`src/design/pvoa_pkg.sv`:
```
`timescale 1ns / 1ps
`default_nettype none
package pvoa_pkg;

    localparam int VALUE_W          = 13;
    localparam int BEARING_W        = 16;
    localparam int ALPHA_W          = 15;
    localparam int DELTA_W          = 13;
    localparam int SPEED_W          = 16;
    localparam int COUNT_W          = 6;
    localparam int ACC_W            = 19;
    localparam int CFG_IDX_W        = 2;
    localparam int CFG_DATA_W       = 16;
    localparam int DP_W             = 36;
    localparam int Z_W              = 34;
    localparam int SQ_W             = 38;
    localparam int ANG_W            = 17;
    localparam int GAIN_Q16         = 39797;
    localparam int DEF_MAX_READINGS = 24;
    localparam int DEF_CORDIC_STEPS = 16;

    localparam logic [ALPHA_W-1:0] ALPHA_RST = 15'd1820;
    localparam logic [DELTA_W-1:0] DELTA_RST = 13'd2048;
    localparam logic [SPEED_W-1:0] SPEED_RST = 16'd640;

    typedef enum logic [CFG_IDX_W-1:0] {
        CFG_ALPHA = 2'd0,
        CFG_DELTA = 2'd1,
        CFG_SPEED = 2'd2
    } t_cfg_idx;

    typedef enum logic [1:0] {
        MODE_STRAIGHT = 2'd0,
        MODE_LEFT     = 2'd1,
        MODE_RIGHT    = 2'd2
    } t_mode;

    // bearing folded into [-pi/2, pi/2]; flip negates the magnitude
    typedef struct packed {
        logic [VALUE_W-1:0]          value;
        logic signed [BEARING_W-1:0] bearing;
        logic                        flip;
        logic                        last;
    } t_item;

    function automatic logic [31:0] atan_entry(input logic [4:0] idx);
        logic [31:0] v;
        case (idx)
            5'd0:  v = 32'd536870912;
            5'd1:  v = 32'd316933406;
            5'd2:  v = 32'd167458907;
            5'd3:  v = 32'd85004756;
            5'd4:  v = 32'd42667331;
            5'd5:  v = 32'd21354465;
            5'd6:  v = 32'd10679838;
            5'd7:  v = 32'd5340245;
            5'd8:  v = 32'd2670163;
            5'd9:  v = 32'd1335087;
            5'd10: v = 32'd667544;
            5'd11: v = 32'd333772;
            5'd12: v = 32'd166886;
            5'd13: v = 32'd83443;
            5'd14: v = 32'd41721;
            5'd15: v = 32'd20860;
            5'd16: v = 32'd10430;
            5'd17: v = 32'd5215;
            5'd18: v = 32'd2607;
            5'd19: v = 32'd1303;
            5'd20: v = 32'd651;
            5'd21: v = 32'd325;
            5'd22: v = 32'd162;
            5'd23: v = 32'd81;
            default: v = 32'd0;
        endcase
        return v;
    endfunction

endpackage
`default_nettype wire

```
`src/design/pvoa_front.sv`:
```
`timescale 1ns / 1ps
`default_nettype none
module pvoa_front (
    input  wire logic                                 i_clk,
    input  wire logic                                 i_rst_n,
    input  wire logic                                 i_valid,
    output logic                                      o_stall,
    input  wire logic [pvoa_pkg::VALUE_W-1:0]         i_reading_value,
    input  wire logic signed [pvoa_pkg::BEARING_W-1:0] i_reading_bearing,
    input  wire logic                                 i_last_reading,
    output logic                                      o_q_valid,
    output pvoa_pkg::t_item                           o_q_item,
    input  wire logic                                 i_q_pop
);
    import pvoa_pkg::*;

    t_item      r_mem [2];
    logic [1:0] r_cnt;
    logic       r_wr;
    logic       r_rd;
    t_item      n_item;
    logic       push;
    logic       pop;

    // fold bearing outside [-pi/2, pi/2] by pi
    always_comb begin
        n_item.value = i_reading_value;
        n_item.last  = i_last_reading;
        if (i_reading_bearing > 16'sd16384) begin
            n_item.bearing = i_reading_bearing - 16'sh8000;
            n_item.flip    = 1'b1;
        end else if (i_reading_bearing < -16'sd16384) begin
            n_item.bearing = i_reading_bearing + 16'sh8000;
            n_item.flip    = 1'b1;
        end else begin
            n_item.bearing = i_reading_bearing;
            n_item.flip    = 1'b0;
        end
    end

    assign o_stall   = (r_cnt == 2'd2);
    assign push      = i_valid && !o_stall;
    assign pop       = i_q_pop && o_q_valid;
    assign o_q_valid = (r_cnt != 2'd0);
    assign o_q_item  = r_mem[r_rd];

    always_ff @(posedge i_clk) begin
        if (push) begin
            r_mem[r_wr] <= n_item;
        end
    end

    always_ff @(posedge i_clk) begin
        if (!i_rst_n) begin
            r_cnt <= 2'd0;
            r_wr  <= 1'b0;
            r_rd  <= 1'b0;
        end else begin
            if (push) begin
                r_wr <= ~r_wr;
            end
            if (pop) begin
                r_rd <= ~r_rd;
            end
            r_cnt <= r_cnt + 2'(push) - 2'(pop);
        end
    end

`ifndef SYNTHESIS
    a_cnt_range: assert property (@(posedge i_clk) disable iff (!i_rst_n)
        r_cnt != 2'd3) else $error("queue count out of range");
    a_pop_nonempty: assert property (@(posedge i_clk) disable iff (!i_rst_n)
        i_q_pop |-> r_cnt != 2'd0) else $error("pop from empty queue");
    a_cnt_track: assert property (@(posedge i_clk) disable iff (!i_rst_n)
        push && !pop |=> r_cnt == $past(r_cnt) + 2'd1) else $error("queue count lost");
`endif
endmodule
`default_nettype wire

```
`src/design/pvoa_back.sv`:
```
`timescale 1ns / 1ps
`default_nettype none
module pvoa_back #(
    parameter int MAX_READINGS = pvoa_pkg::DEF_MAX_READINGS,
    parameter int CORDIC_STEPS = pvoa_pkg::DEF_CORDIC_STEPS
) (
    input  wire logic                                i_clk,
    input  wire logic                                i_rst_n,
    input  wire logic                                i_cfg_we,
    input  wire logic [pvoa_pkg::CFG_IDX_W-1:0]      i_cfg_index,
    input  wire logic [pvoa_pkg::CFG_DATA_W-1:0]     i_cfg_data,
    input  wire logic                                i_q_valid,
    input  wire pvoa_pkg::t_item                     i_q_item,
    output logic                                     o_q_pop,
    output logic                                     o_valid,
    input  wire logic                                i_stall,
    output logic [pvoa_pkg::SPEED_W-1:0]             o_left_speed,
    output logic [pvoa_pkg::SPEED_W-1:0]             o_right_speed,
    output logic [1:0]                               o_led_quadrant,
    output logic [1:0]                               o_drive_mode
);
    import pvoa_pkg::*;

    localparam int STEP_W = $clog2(CORDIC_STEPS);
    localparam logic [STEP_W-1:0]  LAST_STEP = STEP_W'(CORDIC_STEPS - 1);
    localparam logic [COUNT_W-1:0] MAX_CNT   = COUNT_W'(MAX_READINGS);

    typedef enum logic [7:0] {
        S_IDLE = 8'b0000_0001,
        S_MUL  = 8'b0000_0010,
        S_ROT  = 8'b0000_0100,
        S_ACC  = 8'b0000_1000,
        S_SQ   = 8'b0001_0000,
        S_LIM  = 8'b0010_0000,
        S_VEC  = 8'b0100_0000,
        S_DEC  = 8'b1000_0000
    } t_state;

    t_state                     r_state, n_state;
    logic [ALPHA_W-1:0]         r_alpha;
    logic [DELTA_W-1:0]         r_delta;
    logic [SPEED_W-1:0]         r_speed;
    t_item                      r_item;
    logic signed [DP_W-1:0]     r_x, r_y, n_x, n_y;
    logic signed [Z_W-1:0]      r_z, n_z;
    logic [STEP_W-1:0]          r_step;
    logic signed [ACC_W-1:0]    r_sx, r_sy;
    logic [COUNT_W-1:0]         r_count;
    logic signed [SQ_W-1:0]     r_sqx, r_sqy;
    logic [DELTA_W+COUNT_W-1:0] r_dc;
    logic [SQ_W-1:0]            r_len2, r_lim;
    logic signed [ANG_W-1:0]    r_ang;
    logic                       r_spec;

    logic signed [DP_W-1:0]     dx, dy;
    logic signed [Z_W-1:0]      atan_z;
    logic                       pos;
    logic [VALUE_W+15:0]        prod;
    logic signed [DP_W-1:0]     cx_full;
    logic signed [DP_W-1:0]     cy_full;
    logic signed [ACC_W+1:0]    nsx, nsy;
    logic [31:0]                zr;
    logic signed [ANG_W-1:0]    vec_ang, ang;
    logic signed [ANG_W-1:0]    alpha_s;
    logic                       straight;
    logic                       out_free;
    logic signed [DP_W-1:0]     vx0, vy0;

    assign out_free = !o_valid || !i_stall;
    assign o_q_pop  = (r_state == S_IDLE) && i_q_valid;

    // shared CORDIC micro-rotation
    always_comb begin
        dx     = r_y >>> r_step;
        dy     = r_x >>> r_step;
        atan_z = Z_W'({2'b00, atan_entry(5'(r_step))});
        pos    = (r_state == S_ROT) ? !r_z[Z_W-1] : !(r_y > 0);
        if (pos) begin
            n_x = r_x - dx;
            n_y = r_y + dy;
            n_z = r_z - atan_z;
        end else begin
            n_x = r_x + dx;
            n_y = r_y - dy;
            n_z = r_z + atan_z;
        end
    end

    function automatic logic signed [ACC_W-1:0] sat(input logic signed [ACC_W+1:0] v);
        logic signed [ACC_W-1:0] s;
        if (v > (ACC_W+2)'(262143)) begin
            s = ACC_W'(262143);
        end else if (v < -(ACC_W+2)'(262144)) begin
            s = -ACC_W'(262144);
        end else begin
            s = v[ACC_W-1:0];
        end
        return s;
    endfunction

    always_comb begin
        prod    = (VALUE_W+16)'(r_item.value) * (VALUE_W+16)'(GAIN_Q16);
        cx_full = (r_x + DP_W'(32768)) >>> 16;
        cy_full = (r_y + DP_W'(32768)) >>> 16;
        nsx     = (ACC_W+2)'(r_sx) + (ACC_W+2)'(cx_full);
        nsy     = (ACC_W+2)'(r_sy) + (ACC_W+2)'(cy_full);
        vx0     = DP_W'(r_sx) <<< 12;
        vy0     = DP_W'(r_sy) <<< 12;
        zr      = r_z[31:0] + 32'h0000_8000;
        vec_ang = ANG_W'($signed(zr[31:16]));
        if (zr[31:16] == 16'h8000 && r_sy > 0) begin
            vec_ang = ANG_W'(32768);
        end
        ang      = r_spec ? r_ang : vec_ang;
        alpha_s  = $signed({2'b00, r_alpha});
        straight = (ang >= -alpha_s) && (ang <= alpha_s) && (r_len2 < r_lim);
    end

    always_comb begin
        n_state = r_state;
        case (r_state)
            S_IDLE: begin
                if (i_q_valid) begin
                    n_state = (r_count < MAX_CNT) ? S_MUL : (i_q_item.last ? S_SQ : S_IDLE);
                end
            end
            S_MUL: n_state = S_ROT;
            S_ROT: if (r_step == LAST_STEP) begin
                n_state = S_ACC;
            end
            S_ACC: n_state = r_item.last ? S_SQ : S_IDLE;
            S_SQ:  n_state = S_LIM;
            S_LIM: n_state = r_spec ? S_DEC : S_VEC;
            S_VEC: if (r_step == LAST_STEP) begin
                n_state = S_DEC;
            end
            S_DEC: if (out_free) begin
                n_state = S_IDLE;
            end
            default: n_state = S_IDLE;
        endcase
    end

    always_ff @(posedge i_clk) begin
        if (!i_rst_n) begin
            r_state <= S_IDLE;
            r_alpha <= ALPHA_RST;
            r_delta <= DELTA_RST;
            r_speed <= SPEED_RST;
            r_sx    <= '0;
            r_sy    <= '0;
            r_count <= '0;
            o_valid <= 1'b0;
        end else begin
            r_state <= n_state;
            if (i_cfg_we) begin
                case (i_cfg_index)
                    CFG_ALPHA: r_alpha <= i_cfg_data[ALPHA_W-1:0];
                    CFG_DELTA: r_delta <= i_cfg_data[DELTA_W-1:0];
                    CFG_SPEED: r_speed <= i_cfg_data[SPEED_W-1:0];
                    default: ;
                endcase
            end
            if (r_state == S_ACC) begin
                r_sx    <= sat(nsx);
                r_sy    <= sat(nsy);
                r_count <= r_count + COUNT_W'(1);
            end
            if (r_state == S_DEC && out_free) begin
                o_valid <= 1'b1;
                r_sx    <= '0;
                r_sy    <= '0;
                r_count <= '0;
            end else if (o_valid && !i_stall) begin
                o_valid <= 1'b0;
            end
        end
    end

    always_ff @(posedge i_clk) begin
        case (r_state)
            S_IDLE: begin
                r_item <= i_q_item;
            end
            S_MUL: begin
                r_x    <= r_item.flip ? -DP_W'(prod) : DP_W'(prod);
                r_y    <= '0;
                r_z    <= Z_W'(r_item.bearing) <<< 16;
                r_step <= '0;
            end
            S_ROT, S_VEC: begin
                r_x    <= n_x;
                r_y    <= n_y;
                r_z    <= n_z;
                r_step <= r_step + STEP_W'(1);
            end
            S_SQ: begin
                r_sqx  <= r_sx * r_sx;
                r_sqy  <= r_sy * r_sy;
                r_dc   <= r_delta * r_count;
                r_spec <= (r_sy == '0) || (r_sx == '0);
                if (r_sy == '0) begin
                    r_ang <= (r_sx < 0) ? ANG_W'(32768) : '0;
                end else if (r_sx == '0) begin
                    r_ang <= (r_sy > 0) ? ANG_W'(16384) : -ANG_W'(16384);
                end else begin
                    r_ang <= '0;
                end
                r_x <= (r_sx < 0) ? -vx0 : vx0;
                r_y <= (r_sx < 0) ? -vy0 : vy0;
                r_z <= (r_sx < 0) ? Z_W'(34'h0_8000_0000) : '0;
            end
            S_LIM: begin
                r_len2 <= SQ_W'(r_sqx) + SQ_W'(r_sqy);
                r_lim  <= SQ_W'(r_dc * r_dc);
                r_step <= '0;
            end
            S_DEC: begin
                if (out_free) begin
                    o_led_quadrant <= ang[15:14];
                    if (straight) begin
                        o_drive_mode  <= MODE_STRAIGHT;
                        o_left_speed  <= r_speed;
                        o_right_speed <= r_speed;
                    end else if (ang > 0) begin
                        o_drive_mode  <= MODE_LEFT;
                        o_left_speed  <= r_speed;
                        o_right_speed <= '0;
                    end else begin
                        o_drive_mode  <= MODE_RIGHT;
                        o_left_speed  <= '0;
                        o_right_speed <= r_speed;
                    end
                end
            end
            default: ;
        endcase
    end

`ifndef SYNTHESIS
    a_count_max: assert property (@(posedge i_clk) disable iff (!i_rst_n)
        r_count <= MAX_CNT) else $error("reading count beyond limit");
    a_mode_left: assert property (@(posedge i_clk) disable iff (!i_rst_n)
        o_valid && o_drive_mode == MODE_LEFT |-> o_right_speed == '0)
        else $error("left turn drives right wheel");
    a_mode_right: assert property (@(posedge i_clk) disable iff (!i_rst_n)
        o_valid && o_drive_mode == MODE_RIGHT |-> o_left_speed == '0)
        else $error("right turn drives left wheel");
    a_clear: assert property (@(posedge i_clk) disable iff (!i_rst_n)
        r_state == S_DEC && out_free |=> r_count == '0 && o_valid)
        else $error("accumulator not cleared after transaction");
`endif
endmodule
`default_nettype wire

```
`src/design/proximity_vector_obstacle_avoid.sv`:
```
// Proximity vector-sum obstacle avoidance.
// Input channel: i_valid / o_stall carries one proximity reading per transaction
// (magnitude, bearing, last flag). A two-entry queue takes readings while the
// CORDIC engine works, so the sender is stalled only when the queue is full.
// Output channel: o_valid / i_stall carries one wheel command per control step,
// sent after the reading flagged last.
// Each reading goes through the shared CORDIC unit in order: one dequeue, one multiply,
// one micro-rotation per cycle, one accumulate. Readings beyond MAX_READINGS are
// dequeued and dropped. After the last reading the engine forms the length squares,
// runs the vectoring pass (skipped if the sum lies on an axis) and registers the command.
// A stalled command holds in the output register; the engine keeps taking
// readings and waits with the next command until the register is free.
// Reset (synchronous, active low) clears the accumulators, queue and output
// valid, and loads the configuration registers with their defaults.
// Configuration is written through i_cfg_we / i_cfg_index / i_cfg_data, by the
// user only while idle; the block itself does not enforce this.
`timescale 1ns / 1ps
`default_nettype none
module proximity_vector_obstacle_avoid #(
    parameter int MAX_READINGS = pvoa_pkg::DEF_MAX_READINGS,
    parameter int CORDIC_STEPS = pvoa_pkg::DEF_CORDIC_STEPS
) (
    input  wire logic                                  i_clk,
    input  wire logic                                  i_rst_n,
    input  wire logic                                  i_cfg_we,
    input  wire logic [pvoa_pkg::CFG_IDX_W-1:0]        i_cfg_index,
    input  wire logic [pvoa_pkg::CFG_DATA_W-1:0]       i_cfg_data,
    input  wire logic                                  i_valid,
    output logic                                       o_stall,
    input  wire logic [pvoa_pkg::VALUE_W-1:0]          i_reading_value,
    input  wire logic signed [pvoa_pkg::BEARING_W-1:0] i_reading_bearing,
    input  wire logic                                  i_last_reading,
    output logic                                       o_valid,
    input  wire logic                                  i_stall,
    output logic [pvoa_pkg::SPEED_W-1:0]               o_left_speed,
    output logic [pvoa_pkg::SPEED_W-1:0]               o_right_speed,
    output logic [1:0]                                 o_led_quadrant,
    output logic [1:0]                                 o_drive_mode
);
    import pvoa_pkg::*;

    logic  q_valid;
    logic  q_pop;
    t_item q_item;

    pvoa_front u_front (
        .i_clk             (i_clk),
        .i_rst_n           (i_rst_n),
        .i_valid           (i_valid),
        .o_stall           (o_stall),
        .i_reading_value   (i_reading_value),
        .i_reading_bearing (i_reading_bearing),
        .i_last_reading    (i_last_reading),
        .o_q_valid         (q_valid),
        .o_q_item          (q_item),
        .i_q_pop           (q_pop)
    );

    pvoa_back #(
        .MAX_READINGS (MAX_READINGS),
        .CORDIC_STEPS (CORDIC_STEPS)
    ) u_back (
        .i_clk          (i_clk),
        .i_rst_n        (i_rst_n),
        .i_cfg_we       (i_cfg_we),
        .i_cfg_index    (i_cfg_index),
        .i_cfg_data     (i_cfg_data),
        .i_q_valid      (q_valid),
        .i_q_item       (q_item),
        .o_q_pop        (q_pop),
        .o_valid        (o_valid),
        .i_stall        (i_stall),
        .o_left_speed   (o_left_speed),
        .o_right_speed  (o_right_speed),
        .o_led_quadrant (o_led_quadrant),
        .o_drive_mode   (o_drive_mode)
    );

endmodule
`default_nettype wire

```
`config.mk`:
```
export PLATFORM = sky130hd
export DESIGN_NAME = proximity_vector_obstacle_avoid
export DESIGN_NICKNAME = d
export VERILOG_FILES = /design/src/design/pvoa_pkg.sv /design/src/design/pvoa_front.sv /design/src/design/pvoa_back.sv /design/src/design/proximity_vector_obstacle_avoid.sv
export SDC_FILE = /design/constraint.sdc
export NUM_CORES = 2
export LEC_CHECK = 0
export BUFFER_PORTS_ARGS = -buffer_cell sky130_fd_sc_hd__buf_2
export CAP_MARGIN = 5
export CORE_MARGIN = 2
export CORE_UTILIZATION = 46
export CTS_CLUSTER_SIZE = 20
export DETAILED_ROUTE_END_ITERATION = 10
export GPL_TIMING_DRIVEN = 1
export SETUP_SLACK_MARGIN = 0.2
export SLEW_MARGIN = 20
export SYNTH_ARGS = -nofsm -noshare
export SYNTH_HDL_FRONTEND = slang
export SYNTH_SLANG_ARGS = --single-unit
export TNS_END_PERCENT = 50
```
`constraint.sdc`:
```
create_clock -name i_clk -period 7.7 [get_ports i_clk]
set_clock_uncertainty 0.2 [all_clocks]
set_input_delay 0.385 -clock i_clk [delete_from_list [all_inputs] [get_ports i_clk]]
set_output_delay 0.385 -clock i_clk [all_outputs]
set_load 0.05 [all_outputs]
```
* Word-level counts from Yosys, hierarchy flattened
Memories as Yosys holds them, arrays and structs flattened. A register that Yosys moved wholly into a read port is not among the register bits. Index checks and enable logic that the tools add are counted.
Operators by class: muxes and demuxes 45, order comparisons 14, bitwise gates (word level) 3, shift-type cells 2, add/subtract/negate cells 22, equal/unequal tests 17, multiply operators 5, reduce and logical (&&, ||, !) cells 30
Operators with widths (number):
- 36-bit one-hot mux with 3 select lines | 2
- 36-bit two-way mux | 5
- 17-bit two-way mux | 7
- 19-bit by 19-bit multiplier with 38-bit output | 3
- 34-bit one-hot mux with 3 select lines | 1
- 16-bit two-way mux | 5
- 19-bit two-way mux | 4
- 36-bit by 17-bit adder with 36-bit output, second input constant | 2
- 36-bit adder | 2
- 31-bit negation with 36-bit output | 2
- 36-bit by 4-bit >>> shifter with 36-bit output | 2
- 36-bit subtractor | 2
- 8-bit one-hot mux with 8 select lines | 1
- 8-bit two-way mux | 6
- 19-bit by 20-bit adder with 21-bit output | 2
- 21-bit by 19-bit greater-than comparator with 1-bit output, second input constant | 2
- 21-bit by 19-bit less-than comparator with 1-bit output, second input constant | 2
- 38-bit adder | 1
- 19-bit logical NOT | 2
- 38-bit less-than comparator | 1
- 36-bit by 1-bit greater-than comparator with 1-bit output, second input constant | 1
- 29-bit negation with 36-bit output | 1
- 34-bit by 33-bit adder with 34-bit output | 1
- 34-bit two-way mux | 1
- 49 further kinds | 80
Storage, ports and cells: memories kept 2, register bits 467, ROM bits 480, word-level logic and storage cells 170, output and inout bits 38, RAM bits 62
Memories:
- (no name shown) | depth 16, bits a word 30, read ports 1, clocked after memory_dff 1, wr ports 0, line pvoa_pkg.sv:48 | case (idx)
- u_front.r_mem | depth 2, bits a word 31, read ports 1, clocked after memory_dff 1, wr ports 1, line pvoa_front.sv:17 | t_item r_mem [2];

* Longest topological paths before layout
depth in word-level cells 9, depth in mapped cells 31, depth with buffers taken out 27

* Hierarchy
Synthesis repeated with hierarchy kept, for this count alone.
Second synthesis, totals: cell total of the unflattened synthesis 8171, area, all modules 77918.5 µm²
By module, submodules not included:
- pvoa_back | area each 75393.6 µm², seq. area each 13022.5 µm², cells each 8041, times used 1
- pvoa_front | area each 2524.9 µm², seq. area each 1961.9 µm², cells each 130, times used 1

* Least setup slack after synthesis
Ideal clock, no wire load.
path kind register to register, from register u_back.r_state[2], to register u_back.r_state[6], stages on the path, launching flop included 6, clock period less this slack 7846 ps, path slack -146 ps, required time 7416 ps, arrival time 7562 ps, library setup time 84 ps, cell sequence dfxtp_1 > or3_1 > or4_1 > nor3b_1 > a22oi_1 > nor2b_1
Between the ends: cells in the longest elaborated chain, start to end 3
Ends and longest elaborated chain:
- start: declaration | line pvoa_back.sv:39 | t_state r_state, n_state;
- start signal: assignment | line pvoa_back.sv:155 | r_state <= n_state;
- 8-bit by 1-bit equality test with 1-bit output, or another cell as far along | line pvoa_back.sv:121 | case (r_state)
- 2-bit by 1-bit != test with 1-bit output (no line) / 2-bit != test (equally long branches)
- 4-bit AND reduction (no line)
Several ways; a longest one is shown, not always the timed one. A chain may end at the register's enable or synchronous reset.

* Worst setup path in the final report
from register u_back.r_sx[17], to register u_back.r_sqx[36] (data pin)
Between the ends: cells in the longest elaborated chain, start to end 1
Ends and longest elaborated chain:
- start: declaration | line pvoa_back.sv:47 | logic signed [ACC_W-1:0] r_sx, r_sy;
- start signal: assignment | line pvoa_back.sv:165 | r_sx <= sat(nsx);
- 19-bit by 19-bit multiplier with 38-bit output | line pvoa_back.sv:198 | r_sqx <= r_sx * r_sx;
- end signal: assignment | line pvoa_back.sv:198
- end: declaration | line pvoa_back.sv:49 | logic signed [SQ_W-1:0] r_sqx, r_sqy;
Every way passes these cells.

==> results.md <==
* Worst hold stages at 4
* Minimum clock period at ~7.3 ns
* Syn nets at 10200
* Most area-consuming cells after synthesis: fa_1 (27%), edfxtp_1 (16%), ha_1 (12%), inv_1 (7.2%), nand2_1 (3.9%)
* Largest net degree at the start of global routing at between 70 and 80
* TritonCTS clock tree: yes
* Register area share after synthesis at 19.1%
* Async S/R FF share, synth at 0%
* R2R Path End: u_back.r_sqx[36]
* Number of buffers created by CTS at 67
* Final wirelength at between 200000 and 250000 um
* Vias in the first global route at 60400
* Setup TNS at 0 ns
* 1st-iter DRT viols at ~4000
* Clock Tree Buf Depth at 3
* Synth Area in Simple Gates at around an eighth
* Syn avg cell area at 9.35 um2
* GRT Util Overall at a little under a quarter
* Fillers at 15800
* Largest family of logic cells by synthesized area: adder cells
* Static Leak at between 0.04 and 0.05 uW
* Area of the core at between 150000 and 200000 um2
* Ports at 91
* First-pass GRT wire length at approximately 330000 um
* Adder-cell area share of the yosys netlist at 38.8%
* Initial antenna violation count at 0
* Sink Count at ~540
* Xor/xnor share of the synthesized area at between 5 and 6%
* Slew Viols, Final at 0
* CP Max Fanout at 6
* Synth Register Bits at 543
* Non-filler instance count after layout at ~11000
* Nets at about 10000
* Row cnt at roughly 150
* Worst EP arrival at 7.55 ns
* Drt drc at 0
* GPL Wtd Cong at 0.896
* Unrepaired setup endpoints after global routing: true
* Kind of critical path: flip-flop to flip-flop
* Clk slew on worst S/H paths at 0.07 ns
* Detailed Routing Iterations Pass 1 at 8
* H-tree levels at 3
* Mapped Area at ~78000 um2
* Starting Density at 46.3%
* Required @ worst endpoint at ~8 ns
* Synth Area in Compound Gates at between 10 and 15%
* Yosys top cell by area: fa_1
* Top_reg_cell synth: edfxtp_1
* Width of the die at between 400 and 500 um
* Die area at ~170000 um2
* Crit start category: flip-flop
* Port buffer count at 90
* Min-Delay Endpoint: u_back.r_alpha[2]
* CP Capture Type: flip-flop
* Final ANT Viol Nets at 0
* Synth warn at 0
* Skew-Pair Late Insertion Delay at around 0.70 ns
* Fin. Hold Viols at 0
* Worst-Margin Slew at around 1.2 ns
* Power per cell area at roughly 480 nW/um2
* Min-delay src: i_cfg_index[1]
* Final Util at 50.3%
* Final setup fails at 0
* Final Power at approximately 40000 uW
* P&R area growth vs syn at 8.67%
* Post-synth cell types at between 100 and 150
* Max_slew headroom at around a fifth
* Tcrit/Tclk final at between 90 and 100%
* Via count at approximately 59000
* Fmax at 136 MHz
* Worst reg-to-reg path cell count at 23
* Placed cells at around 11000
* Drt wl/cell at ~19 um
* Post-synth EDFFs at approximately 410
* Hpwl dp at approximately 170000 um
* Reg2reg setup slack at 0.36 ns
* Cells after Synth at 8385
* CTS root buffer: clkbuf_16
* Die height at 417 um
* Share of cells above drive strength 1 at 7.70%
* Min-Delay Path Class: input pin to flip-flop
* Mux cell area share after synthesis at between 3 and 4%
* FF-to-FF Start: u_back.r_sx[17]
* Worst IR Drop VDD at just under 0.002 V
* Status: finished, final reports clean
* MaxCap Viol Count at 0
* Via/cell ratio at 5.45
* Share of the synthesized area in the top cell type at between 20% and 30%
* Total congestion overflow at 0
-- power breakdown --
part | internal [uW] | switching, uW | leakage, uW | total [uW]
logic | 13800 | 18500 | 0.0349 | 32300
registers | 4380 | 453 | 0.00470 | 4830
clock network | 1910 | 1440 | 0.00111 | 3340
total | 20000 | 20400 | 0.0407 | 40500
-- area by class of cell --
| type | count | area, um2 | share of cell area, % |
|---|---|---|---|
| sequential | 543 | 15000 | 17.6 |
| timing repair buffer | 381 | 2840 | 3.33 |
| antenna | 1 | 2.50 | 0.00294 |
| clock buffer | 86 | 1820 | 2.13 |
| multi-input combinational | 6035 | 56600 | 66.5 |
| clock inverter | 36 | 448 | 0.526 |
| tap | 2218 | 2780 | 3.26 |
| inverter | 1512 | 5680 | 6.67 |
-- what timing repair did --
item                                    CTS  global route
endpoints found under the setup margin    0            31
hold endpoints to repair                112             0
hold buffers                             49             0
setup buffers                             0            32
resized for setup                         0            38
-- logic make-up after synthesis --
kind of cell	after synthesis
simple gates	2188
buf+inv	1807
fa+ha+maj	1799
compound gates	1345
flops	543
xor+xnor	517
mux	186
-- flip-flops by register name, indices dropped and copies added, names as in the netlist, 16 cells and up, named ones only --
signal	flops
u_back.atan_z	30
u_back.o_left_speed	16
u_back.o_right_speed	16
u_back.r_dc	19
u_back.r_item	31
u_back.r_len2	38
u_back.r_lim	37
u_back.r_speed	16
u_back.r_sqx	37
u_back.r_sqy	37
u_back.r_sx	19
u_back.r_sy	19
u_back.r_x	36
u_back.r_y	36
u_back.r_z	34
u_front.r_mem	62
-- cells in the final DEF, fill, tap and decap left out, types with 45 or more instances in the layout --
master / count
o21a_1: 59
nand2_1: 807
nand4_1: 59
mux2_2: 64
a21o_1: 137
and3_1: 45
nand3_1: 108
buf_2: 90
dfxtp_1: 116
clkbuf_16: 67
ha_1: 749
fa_1: 1050
o21bai_1: 50
dlygate4sd3_1: 49
a21boi_0: 48
edfxtp_1: 411
nor3_1: 139
buf_4: 234
and2_1: 279
xor2_1: 195
a21oi_1: 352
o21ai_0: 255
nand2b_1: 66
inv_1: 1495
o31ai_1: 45
nor2b_1: 55
a31oi_1: 50
a211oi_1: 48
xnor2_1: 322
mux2i_1: 72
nor2_1: 453
-- critical path: stages (launching register included) --
cell and delay (ns):
dfxtp_1 0.52, clkinv_1 0.26, nor2_1 0.36, fa_1 0.46, inv_1 0.09, fa_1 0.42
inv_1 0.09, fa_1 0.43, fa_1 0.49, fa_1 0.47, fa_1 0.47, ha_1 0.31
ha_1 0.36, a21oi_1 0.18, o21bai_1 0.09, a21oi_1 0.14, o21ai_0 0.14, buf_4 0.17
a22o_1 0.21, o41a_1 0.38, a221o_1 0.34, a21o_1 0.19, a21oi_1 0.19, xnor2_1 0.10
-- metal layers --
metal	share of wire, %	up-vias	wire length, um	track usage [%]
met5	0	-	0	0
met4	2.3	0	4710	5.51
met3	5.0	278	10500	2.68
met2	47	1466	98000	39.5
met1	45	29400	94100	33.9
li1	-	27800	-	-
-- synth_stat cells, types with 66 or more instances --
| library cell | count |
|---|---|
| a21o_1 | 137 |
| a21oi_1 | 353 |
| and2_1 | 279 |
| clkbuf_1 | 237 |
| dfxtp_1 | 132 |
| edfxtp_1 | 411 |
| fa_1 | 1050 |
| ha_1 | 749 |
| inv_1 | 1497 |
| mux2i_1 | 72 |
| nand2_1 | 809 |
| nand2b_1 | 66 |
| nand3_1 | 108 |
| nor2_1 | 463 |
| nor3_1 | 140 |
| o21ai_0 | 255 |
| xnor2_1 | 322 |
| xor2_1 | 195 |
-- how the worst max path moves through the flow --
stage	to	slack, ns	start
3_5_place_dp	u_back.r_sqx[36]	0.25	u_back.r_sx[8]
2_1_floorplan	u_back.r_sqx[36]	0.31	u_back.r_sx[18]
5_1_grt	u_back.r_sqx[37]	0.05	u_back.r_sx[1]
6_report	u_back.r_sqx[36]	0.36	u_back.r_sx[17]
3_3_place_gp	u_back.r_lim[34]	0.31	u_back.r_dc[4]
4_1_cts	u_back.r_sqx[37]	0.23	u_back.r_sx[13]
-- per-stage QoR --
step	setup WS [ns]	hold slack, ns	area (um2)
floorplan	0.312	0.243	78400
global placement	0.310	0.255	82100
detailed placement	0.250	0.266	82100
CTS	0.231	0.0381	84800
global route	0.0453	0.0704	85200
finish	0.363	0.0859	85200
Power figures use the tool's default switching activity.
